===== src/design/trl_pkg.sv =====
`timescale 1ns / 1ps
// Shared types and codes of the transposition ranking list.
// No dependencies; used by the cell, the top level and the checker.
package trl_pkg;

    localparam int CNT_W = 9;
    localparam int PORT_KEY_W = 32;

    typedef enum logic [2:0] {
        OP_ADD      = 3'd0,
        OP_CONTAINS = 3'd1,
        OP_GET      = 3'd2,
        OP_DOWN     = 3'd3,
        OP_PEEK     = 3'd4
    } t_opcode;

    typedef enum logic [1:0] {
        ST_OK       = 2'd0,
        ST_NOTFOUND = 2'd1,
        ST_RANGE    = 2'd2,
        ST_FULL     = 2'd3
    } t_status;

    typedef struct packed {
        logic                  compare;
        logic [PORT_KEY_W-1:0] key;
        logic [CNT_W-1:0]      count;
        logic [CNT_W-1:0]      rank;
        logic                  key_move;
        logic                  get_move;
        logic                  down_move;
        logic                  append;
    } t_cell_cmd;

endpackage


===== src/design/transpose_ranking_list.sv =====
`timescale 1ns / 1ps
// Top level of the transposition ranking list: a row of trl_cell slots and
// the command sequencer. Depends on trl_pkg and trl_cell.
//
// An item is taken when start is high and busy is low. In the compare phase,
// busy is high while each cell compares its key and rank; in the apply phase,
// the neighbor swap or append happens and the next item may already be taken.
// The result, registered from the apply phase, appears on o_valid for exactly
// one cycle and must be captured then, since the receiver cannot hold it off.
// The list needs no clearing after reset.
module transpose_ranking_list import trl_pkg::*; #(
    parameter int DEPTH    = 16,
    parameter int KEY_BITS = 32
) (
    input  logic        i_clk,
    input  logic        i_rst_n,
    input  logic        start,
    output logic        busy,
    input  logic [2:0]  i_opcode,
    input  logic [31:0] i_key,
    input  logic [4:0]  i_rank,
    output logic        o_valid,
    output logic [1:0]  o_status,
    output logic [31:0] o_key_out,
    output logic [4:0]  o_found_rank,
    output logic [4:0]  o_entry_count
);

    localparam int KW = (KEY_BITS < PORT_KEY_W) ? KEY_BITS : PORT_KEY_W;
    localparam int CW = $clog2(DEPTH + 1);

    typedef enum logic [1:0] {
        PH_IDLE,
        PH_CMP,
        PH_APPLY
    } t_phase;

    t_phase        r_phase;
    logic [2:0]    r_op;
    logic [31:0]   r_key;
    logic [4:0]    r_rank;
    logic [CW-1:0] r_count;
    logic          r_valid;
    logic [1:0]    r_status;
    logic [31:0]   r_key_out;
    logic [4:0]    r_found_rank;
    logic [4:0]    r_entry_count;

    logic [KW-1:0]    w_entry [DEPTH];
    logic [DEPTH-1:0] w_khit;
    logic [DEPTH-1:0] w_rhit;
    logic [DEPTH-1:0] w_up;

    t_cell_cmd        cmd;
    logic             accept;
    logic             apply;
    logic             any_hit;
    logic [CNT_W-1:0] found_idx;
    logic [KW-1:0]    key_sel;
    logic [CNT_W-1:0] rank_ext;
    logic [CNT_W-1:0] count_ext;
    logic             rank_ok;
    logic             rank_lt;
    logic             not_full;
    logic             is_key_op;
    logic [1:0]       n_status;
    logic [CW-1:0]    n_count;

    assign accept    = start && !busy;
    assign apply     = (r_phase == PH_APPLY);
    assign rank_ext  = CNT_W'(r_rank);
    assign count_ext = CNT_W'(r_count);
    assign rank_ok   = (r_rank != 5'd0) && (rank_ext <= count_ext);
    assign rank_lt   = rank_ext < count_ext;
    assign not_full  = r_count < CW'(DEPTH);
    assign is_key_op = (r_op == OP_ADD) || (r_op == OP_CONTAINS);

    always_comb begin
        any_hit   = 1'b0;
        found_idx = '0;
        key_sel   = '0;
        for (int i = 0; i < DEPTH; i++) begin
            if (w_khit[i]) begin
                any_hit   = 1'b1;
                found_idx = found_idx | CNT_W'(i + 1);
            end
            if (w_rhit[i]) begin
                key_sel = key_sel | w_entry[i];
            end
        end
    end

    always_comb begin
        cmd.compare   = (r_phase == PH_CMP);
        cmd.key       = r_key;
        cmd.count     = count_ext;
        cmd.rank      = rank_ext;
        cmd.key_move  = apply && is_key_op;
        cmd.get_move  = apply && (r_op == OP_GET) && rank_ok;
        cmd.down_move = apply && (r_op == OP_DOWN) && rank_ok && rank_lt;
        cmd.append    = apply && (r_op == OP_ADD) && !any_hit && not_full;
    end

    always_comb begin
        n_count = cmd.append ? r_count + CW'(1) : r_count;
        case (r_op)
            OP_ADD:      n_status = (any_hit || not_full) ? ST_OK : ST_FULL;
            OP_CONTAINS: n_status = any_hit ? ST_OK : ST_NOTFOUND;
            OP_GET,
            OP_DOWN,
            OP_PEEK:     n_status = rank_ok ? ST_OK : ST_RANGE;
            default:     n_status = ST_OK;
        endcase
    end

    genvar g;
    generate
        for (g = 0; g < DEPTH; g++) begin : g_cell
            logic [KW-1:0] prev_entry;
            logic          prev_rhit;
            logic [KW-1:0] next_entry;
            logic          next_up;

            if (g == 0) begin : g_first
                assign prev_entry = '0;
                assign prev_rhit  = 1'b0;
            end else begin : g_mid
                assign prev_entry = w_entry[g-1];
                assign prev_rhit  = w_rhit[g-1];
            end

            if (g == DEPTH - 1) begin : g_last
                assign next_entry = '0;
                assign next_up    = 1'b0;
            end else begin : g_inner
                assign next_entry = w_entry[g+1];
                assign next_up    = w_up[g+1];
            end

            trl_cell #(
                .IDX (g),
                .KW  (KW)
            ) u_cell (
                .i_clk        (i_clk),
                .i_rst_n      (i_rst_n),
                .i_cmd        (cmd),
                .i_prev_entry (prev_entry),
                .i_prev_rhit  (prev_rhit),
                .i_next_entry (next_entry),
                .i_next_up    (next_up),
                .o_entry      (w_entry[g]),
                .o_khit       (w_khit[g]),
                .o_rhit       (w_rhit[g]),
                .o_up         (w_up[g])
            );
        end
    endgenerate

    always_ff @(posedge i_clk) begin
        if (!i_rst_n) begin
            r_phase <= PH_IDLE;
            r_valid <= 1'b0;
            r_count <= '0;
        end else begin
            r_valid <= apply;
            r_count <= n_count;
            case (r_phase)
                PH_IDLE:  r_phase <= start ? PH_CMP : PH_IDLE;
                PH_CMP:   r_phase <= PH_APPLY;
                PH_APPLY: r_phase <= start ? PH_CMP : PH_IDLE;
                default:  r_phase <= PH_IDLE;
            endcase
        end
        if (accept) begin
            r_op   <= i_opcode;
            r_key  <= i_key;
            r_rank <= i_rank;
        end
        if (apply) begin
            r_status      <= n_status;
            r_key_out     <= (((r_op == OP_GET) || (r_op == OP_PEEK)) && rank_ok) ?
                             32'(key_sel) : 32'd0;
            r_found_rank  <= is_key_op ? found_idx[4:0] : 5'd0;
            r_entry_count <= 5'(n_count);
        end
    end

    assign busy          = (r_phase == PH_CMP);
    assign o_valid       = r_valid;
    assign o_status      = r_status;
    assign o_key_out     = r_key_out;
    assign o_found_rank  = r_found_rank;
    assign o_entry_count = r_entry_count;

endmodule


===== src/design/trl_cell.sv =====
`timescale 1ns / 1ps
// One slot of the ranked list: holds a key, latches its compare results,
// and swaps with its neighbors. Depends on trl_pkg.
module trl_cell import trl_pkg::*; #(
    parameter int IDX = 0,
    parameter int KW  = 32
) (
    input  logic          i_clk,
    input  logic          i_rst_n,
    input  t_cell_cmd     i_cmd,
    input  logic [KW-1:0] i_prev_entry,
    input  logic          i_prev_rhit,
    input  logic [KW-1:0] i_next_entry,
    input  logic          i_next_up,
    output logic [KW-1:0] o_entry,
    output logic          o_khit,
    output logic          o_rhit,
    output logic          o_up
);

    localparam logic [CNT_W-1:0] IDX_C  = CNT_W'(IDX);
    localparam logic [CNT_W-1:0] RANK_C = CNT_W'(IDX + 1);
    localparam logic             HAS_PREV = (IDX != 0);

    logic [KW-1:0] r_entry;
    logic          r_khit;
    logic          r_rhit;
    logic          n_up;

    always_comb begin
        n_up = HAS_PREV && ((i_cmd.key_move && r_khit) || (i_cmd.get_move && r_rhit) ||
                            (i_cmd.down_move && i_prev_rhit));
    end

    always_ff @(posedge i_clk) begin
        if (!i_rst_n) begin
            r_khit <= 1'b0;
            r_rhit <= 1'b0;
        end else if (i_cmd.compare) begin
            r_khit <= (IDX_C < i_cmd.count) && (r_entry == i_cmd.key[KW-1:0]);
            r_rhit <= (i_cmd.rank == RANK_C);
        end
        if (n_up) begin
            r_entry <= i_prev_entry;
        end else if (i_next_up) begin
            r_entry <= i_next_entry;
        end else if (i_cmd.append && (i_cmd.count == IDX_C)) begin
            r_entry <= i_cmd.key[KW-1:0];
        end
    end

    assign o_entry = r_entry;
    assign o_khit  = r_khit;
    assign o_rhit  = r_rhit;
    assign o_up    = n_up;

endmodule


===== config.mk =====
export PLATFORM = sky130hd
export DESIGN_NAME = transpose_ranking_list
export DESIGN_NICKNAME = d
export VERILOG_FILES = /design/src/design/trl_pkg.sv /design/src/design/transpose_ranking_list.sv /design/src/design/trl_cell.sv
export SDC_FILE = /design/constraint.sdc
export NUM_CORES = 2
export LEC_CHECK = 0
export BUFFER_PORTS_ARGS = -buffer_cell sky130_fd_sc_hd__buf_4
export CAP_MARGIN = 10
export CORE_ASPECT_RATIO = 1.4
export CORE_MARGIN = 3
export CORE_UTILIZATION = 25
export CTS_CLUSTER_DIAMETER = 50
export DETAILED_ROUTE_END_ITERATION = 8
export GPL_ROUTABILITY_DRIVEN = 0
export PLACE_DENSITY = 0.4
export SLEW_MARGIN = 15
export SYNTH_ARGS = -nofsm -noshare
export SYNTH_HDL_FRONTEND = slang
export SYNTH_HIERARCHICAL = 1
export SYNTH_SLANG_ARGS = --single-unit

===== constraint.sdc =====
create_clock -name i_clk -period 8.5 [get_ports i_clk]
set_clock_uncertainty 0.15 [all_clocks]
set_input_delay 0.425 -clock i_clk [delete_from_list [all_inputs] [get_ports i_clk]]
set_output_delay 0.425 -clock i_clk [all_outputs]
set_load 0.01 [all_outputs]

* Yosys cells after proc, flatten, opt, wreduce, memory -nomap -nowiden
Cells that the tools add are included.
** Operators by class
- Order comparisons :: 19
- Muxes and demuxes :: 101
- Bitwise operators :: 15
- Add/subtract/negate cells :: 1
- Reduce and logical (&&, ||, !) cells :: 146
- Equal/unequal tests :: 53
** Operators with widths (number)
- 32-bit 2-to-1 mux :: 62
- 32-bit equality test :: 16
- 32-bit OR :: 15
- 1-bit logical AND :: 89
- 5-bit by 4-bit equality test with 1-bit output (second input constant) :: 16
- 3-bit nonzero test :: 14
- 5-bit by 3-bit equality test with 1-bit output (second input constant) :: 8
- 4-bit by 5-bit < comparator with 1-bit output (first input constant) :: 8
- 1-bit logical OR :: 33
- 4-bit 2-to-1 mux :: 8
- 5-bit by 2-bit equality test with 1-bit output (second input constant) :: 4
- 3-bit by 5-bit < comparator with 1-bit output (first input constant) :: 4
- 1-bit 2-to-1 mux :: 19
- 3-bit 2-to-1 mux :: 4
- 5-bit by 1-bit equality test with 1-bit output (second input constant) :: 2
- 1-bit by 5-bit < comparator with 1-bit output (first input constant) :: 2
- 2-bit by 5-bit < comparator with 1-bit output (first input constant) :: 2
- 5-bit 2-to-1 mux :: 2
- 9-bit logical NOT :: 1
- 2-bit 2-to-1 mux :: 4
- 3-bit by 2-bit equality test with 1-bit output (second input constant) :: 2
- 2-bit case mux with 3 select lines :: 1
- 5-bit by 1-bit adder with 5-bit output (second input constant) :: 1
- 5-bit equality test (second input constant) :: 1
- 15 further kinds :: 17
** Storage, ports and cells
- Flip-flop bits (word level) :: 636
- Output and inout bits :: 46

* Logic depth before layout (Yosys ltp)
- Depth after elaboration :: 31
- Mapped depth :: 15
- Depth with buffers taken out :: 11

* Modules after synthesis
The synthesis kept the hierarchy.
** By module, submodules not included
- transpose_ranking_list :: area each 6145.9 µm², times used 1, cells an instance 545
- trl_cell at g_cell[10].u_cell ... :: area each 2120.8 µm², times used 2, cells an instance 201
- trl_cell at g_cell[4].u_cell :: area each 2304.7 µm², times used 1, cells an instance 206
- trl_cell at g_cell[13].u_cell :: area each 2301.0 µm², times used 1, cells an instance 204
- trl_cell at g_cell[2].u_cell :: area each 2290.9 µm², times used 1, cells an instance 201
- trl_cell at g_cell[9].u_cell :: area each 2139.6 µm², times used 1, cells an instance 207
- trl_cell at g_cell[7].u_cell :: area each 2128.3 µm², times used 1, cells an instance 199
- trl_cell at g_cell[5].u_cell :: area each 2119.5 µm², times used 1, cells an instance 201
- trl_cell at g_cell[12].u_cell :: area each 2115.8 µm², times used 1, cells an instance 202
- trl_cell at g_cell[11].u_cell :: area each 2114.5 µm², times used 1, cells an instance 199
- trl_cell at g_cell[14].u_cell :: area each 2114.5 µm², times used 1, cells an instance 200
- trl_cell at g_cell[8].u_cell :: area each 2112.0 µm², times used 1, cells an instance 201
- trl_cell at g_cell[15].u_cell :: area each 2104.5 µm², times used 1, cells an instance 200
- trl_cell at g_cell[3].u_cell :: area each 2103.3 µm², times used 1, cells an instance 199
- 2 more rows

* Worst setup path after synthesis
Ideal clock, no wire load.
- Path kind :: register to register
- Start :: register r_count[2]
- End :: register g_cell[5].u_cell.r_entry[0], enable pin
- Period minus slack after synthesis :: 5574 ps
- Setup slack :: 2926 ps
- Stages on the path, launching flop included :: 15
- Required time :: 7884 ps
- Data arrival time :: 4958 ps
- Path through :: dfxtp_1 -> inv_1 -> ha_1 -> nand4_1 -> or2_0 -> a22o_1 -> or3b_2 -> nor3_1 -> a222oi_1 -> buf_4 -> inv_1 -> buf_2 -> buf_2 -> nor2_1 -> o21ai_0
** RTL lines
- start: declaration :: RTL line transpose_ranking_list.sv:42 : logic [CW-1:0] r_count;
- start signal: assignment :: RTL line transpose_ranking_list.sv:166 : r_count <= n_count;
- end signal: assignment :: RTL line trl_cell.sv:44 : r_entry <= i_prev_entry;
- end signal: assignment :: RTL line trl_cell.sv:46 : r_entry <= i_next_entry;
- end signal: assignment :: RTL line trl_cell.sv:48 : r_entry <= i_cmd.key[KW-1:0];
- end: declaration :: RTL line trl_cell.sv:25 : logic [KW-1:0] r_entry;

==> out/qor.csv <==
metric,value,unit
die footprint,166000,um^2
number of I/O port buffers,88,
Area Overhead vs Synth,17.7,%
FMAX,0.164,GHz
clk root buf,clkbuf_16,
fraction of layout cells with a size suffix above 1,12.9,%
Num CTS Buffers,98,
Setup CP Type,reg -> reg,
Pins Over Slew Limit,0,
Post-CTS Setup Inserts,0,
vias per inst,5.71,
die height,481,um
Post-Syn Area,40200,um^2
HPWL after detailed placement,164000,um
period utilization,71.7,%
# rows,173,
worst-case clock buffer depth,3,
via count,35100,
endpoints failing setup,0,
RSZ-0062 raised after global routing,false,
VDD IR-drop max,0.134,mV
worst hold stages,3,
syn_area_per_cell,10.9,um^2
static leakage,14.6,nW
DRT Wirelength,236000,um
total power draw,8.35,mW
grt ovf,0,
Tmin final,6090,ps
Reg2Reg Depth,13,
DRT iter0 DRCs,5410,
H-tree depth reported by CTS,3,
initial antenna violation count,11,
hold_ws,125,ps
Worst Setup End Kind,register,
vias in the first global route,32900,
Worst EP arrival,6290,ps
largest net degree at the start of global routing,67,
final net count,4015,
TritonCTS clock tree,yes,
Hold Fails Final Rpt,0,
min-delay worst type,in -> reg,
num ports,89,
DR WL/cell,38.4,um
initial cell density of the core,25.3,%
Clock Pin Slew Worst Setup and Hold Paths,60,ps
Initial DRT Pass Iterations,8,
Final TNS setup,0,ps
CP Launch Type,register,
core region area,159000,um^2
Worst EP required,8690,ps
pwr dens,176,nW/um^2
crit-path max FO,65,
later-pin clock latency in the skew report,730,ps
max_cap viols,0,
Sink Count,636,
Global Route Usage Sum,27.4,%
Synth warnings,6,
slew of the pin with the lowest slew margin,1310,ps
Die X,345,um
antenna-violating nets left,0,
first-pass GRT wire length,311000,um
status,finished clean,
Syn Inst Count,3692,
max_slew headroom,11.8,%
drt drc,0,
==> repair_timing <==
item | CTS | global route
hold buffers | 41 | 0
gates resized for setup | 0 | 0
endpoints found under the hold margin | 42 | 0
==> through the flow <==
stage | util, % | instances | instance area, um^2 | worst slack (ps)
after floorplan | - | 3852 | 40800 | 2930
after global placement | 27.4 | 5925 | 43700 | 2550
after detailed placement | 27.4 | 5925 | 43700 | 2530
after CTS | 29.7 | 6141 | 47300 | 2510
after global routing | 29.7 | 6142 | 47300 | 2170
final | 29.7 | 6151 | 47400 | 2410
==> worst paths after layout <==
kind                              start                                    end  slack (ps)
setup reg to reg  r_count[4]$_SDFF_PN0_  g_cell[8].u_cell/o_entry[0]$_DFFE_PP_        2410
hold reg to reg   r_phase[0]$_SDFF_PN0_                  r_phase[0]$_SDFF_PN0_         290
setup / recovery  r_count[4]$_SDFF_PN0_  g_cell[8].u_cell/o_entry[0]$_DFFE_PP_        2410
hold / removal                  i_rst_n   g_cell[5].u_cell/o_khit$_SDFFE_PN0P_         120
==> registers in the layout, indices dropped and copies added (netlist names) <==
signal                 cells
o_found_rank               5
r_key                     32
g_cell.u_cell/o_entry    512
o_entry_count              5
g_cell.u_cell/o_khit      16
o_status                   2
r_rank                     5
g_cell.u_cell/o_rhit      16
o_valid                    1
o_key_out                 32
r_op                       3
r_phase                    2
r_count                    5
==> report_power, final <==
group | internal, mW | switching (mW)
registers | 3.46 | 0.0411
logic | 0.251 | 0.462
clock network | 2.45 | 1.69
total | 6.16 | 2.19
==> worst max-delay path: stages, from the launching register on <==
cell,delay [ps]
dfxtp_1,720
inv_1,210
ha_1,360
a21oi_1,170
o221ai_1,170
a22o_1,260
or3b_2,470
nor3_2,740
a222oi_1,260
buf_4,440
inv_2,480
buf_4,490
nand3b_1,170
buf_4,510
==> cell usage in the layout, fill, tap and decap left out, drive strengths merged, types with 7 or more instances in the layout <==
master,n
a21boi,10
a21oi,487
a221oi,96
a222oi,17
a22o,97
a22oi,64
a31oi,36
and3,42
buf,196
bufinv,9
clkbuf,117
clkinv,30
clkinvlp,7
conb,161
dfxtp,40
diode,10
dlygate4sd3,41
edfxtp,596
inv,47
mux2,33
mux2i,486
nand2,27
nand2b,11
nand3,26
nand3b,19
nand4,111
nand4b,10
nor2,510
nor2b,11
nor3,29
nor4,64
o21ai,25
or4,17
xnor2,403
xor2,103
==> routing by layer <==
layer / up-vias / global-route usage (%) / share of wire [%]
li1: 14400 / - / -
met3: 687 / 4.86 / 8.0
met1: 17800 / 32.6 / 37
met2: 2235 / 43.3 / 45
met4: 2 / 22.9 / 10
met5: - / 0 / 0.0055
==> layout make-up <==
type,instances,area [um^2]
antenna,10,25.0
clock buffer,117,2590
clock inverter,58,624
fill,16800,112000
inverter,35,131
multi-input combinational,2958,20700
sequential,636,18700
tap,2100,2630
timing repair buffer,237,1910
Note: power is estimated with default switching activity, not from simulation.
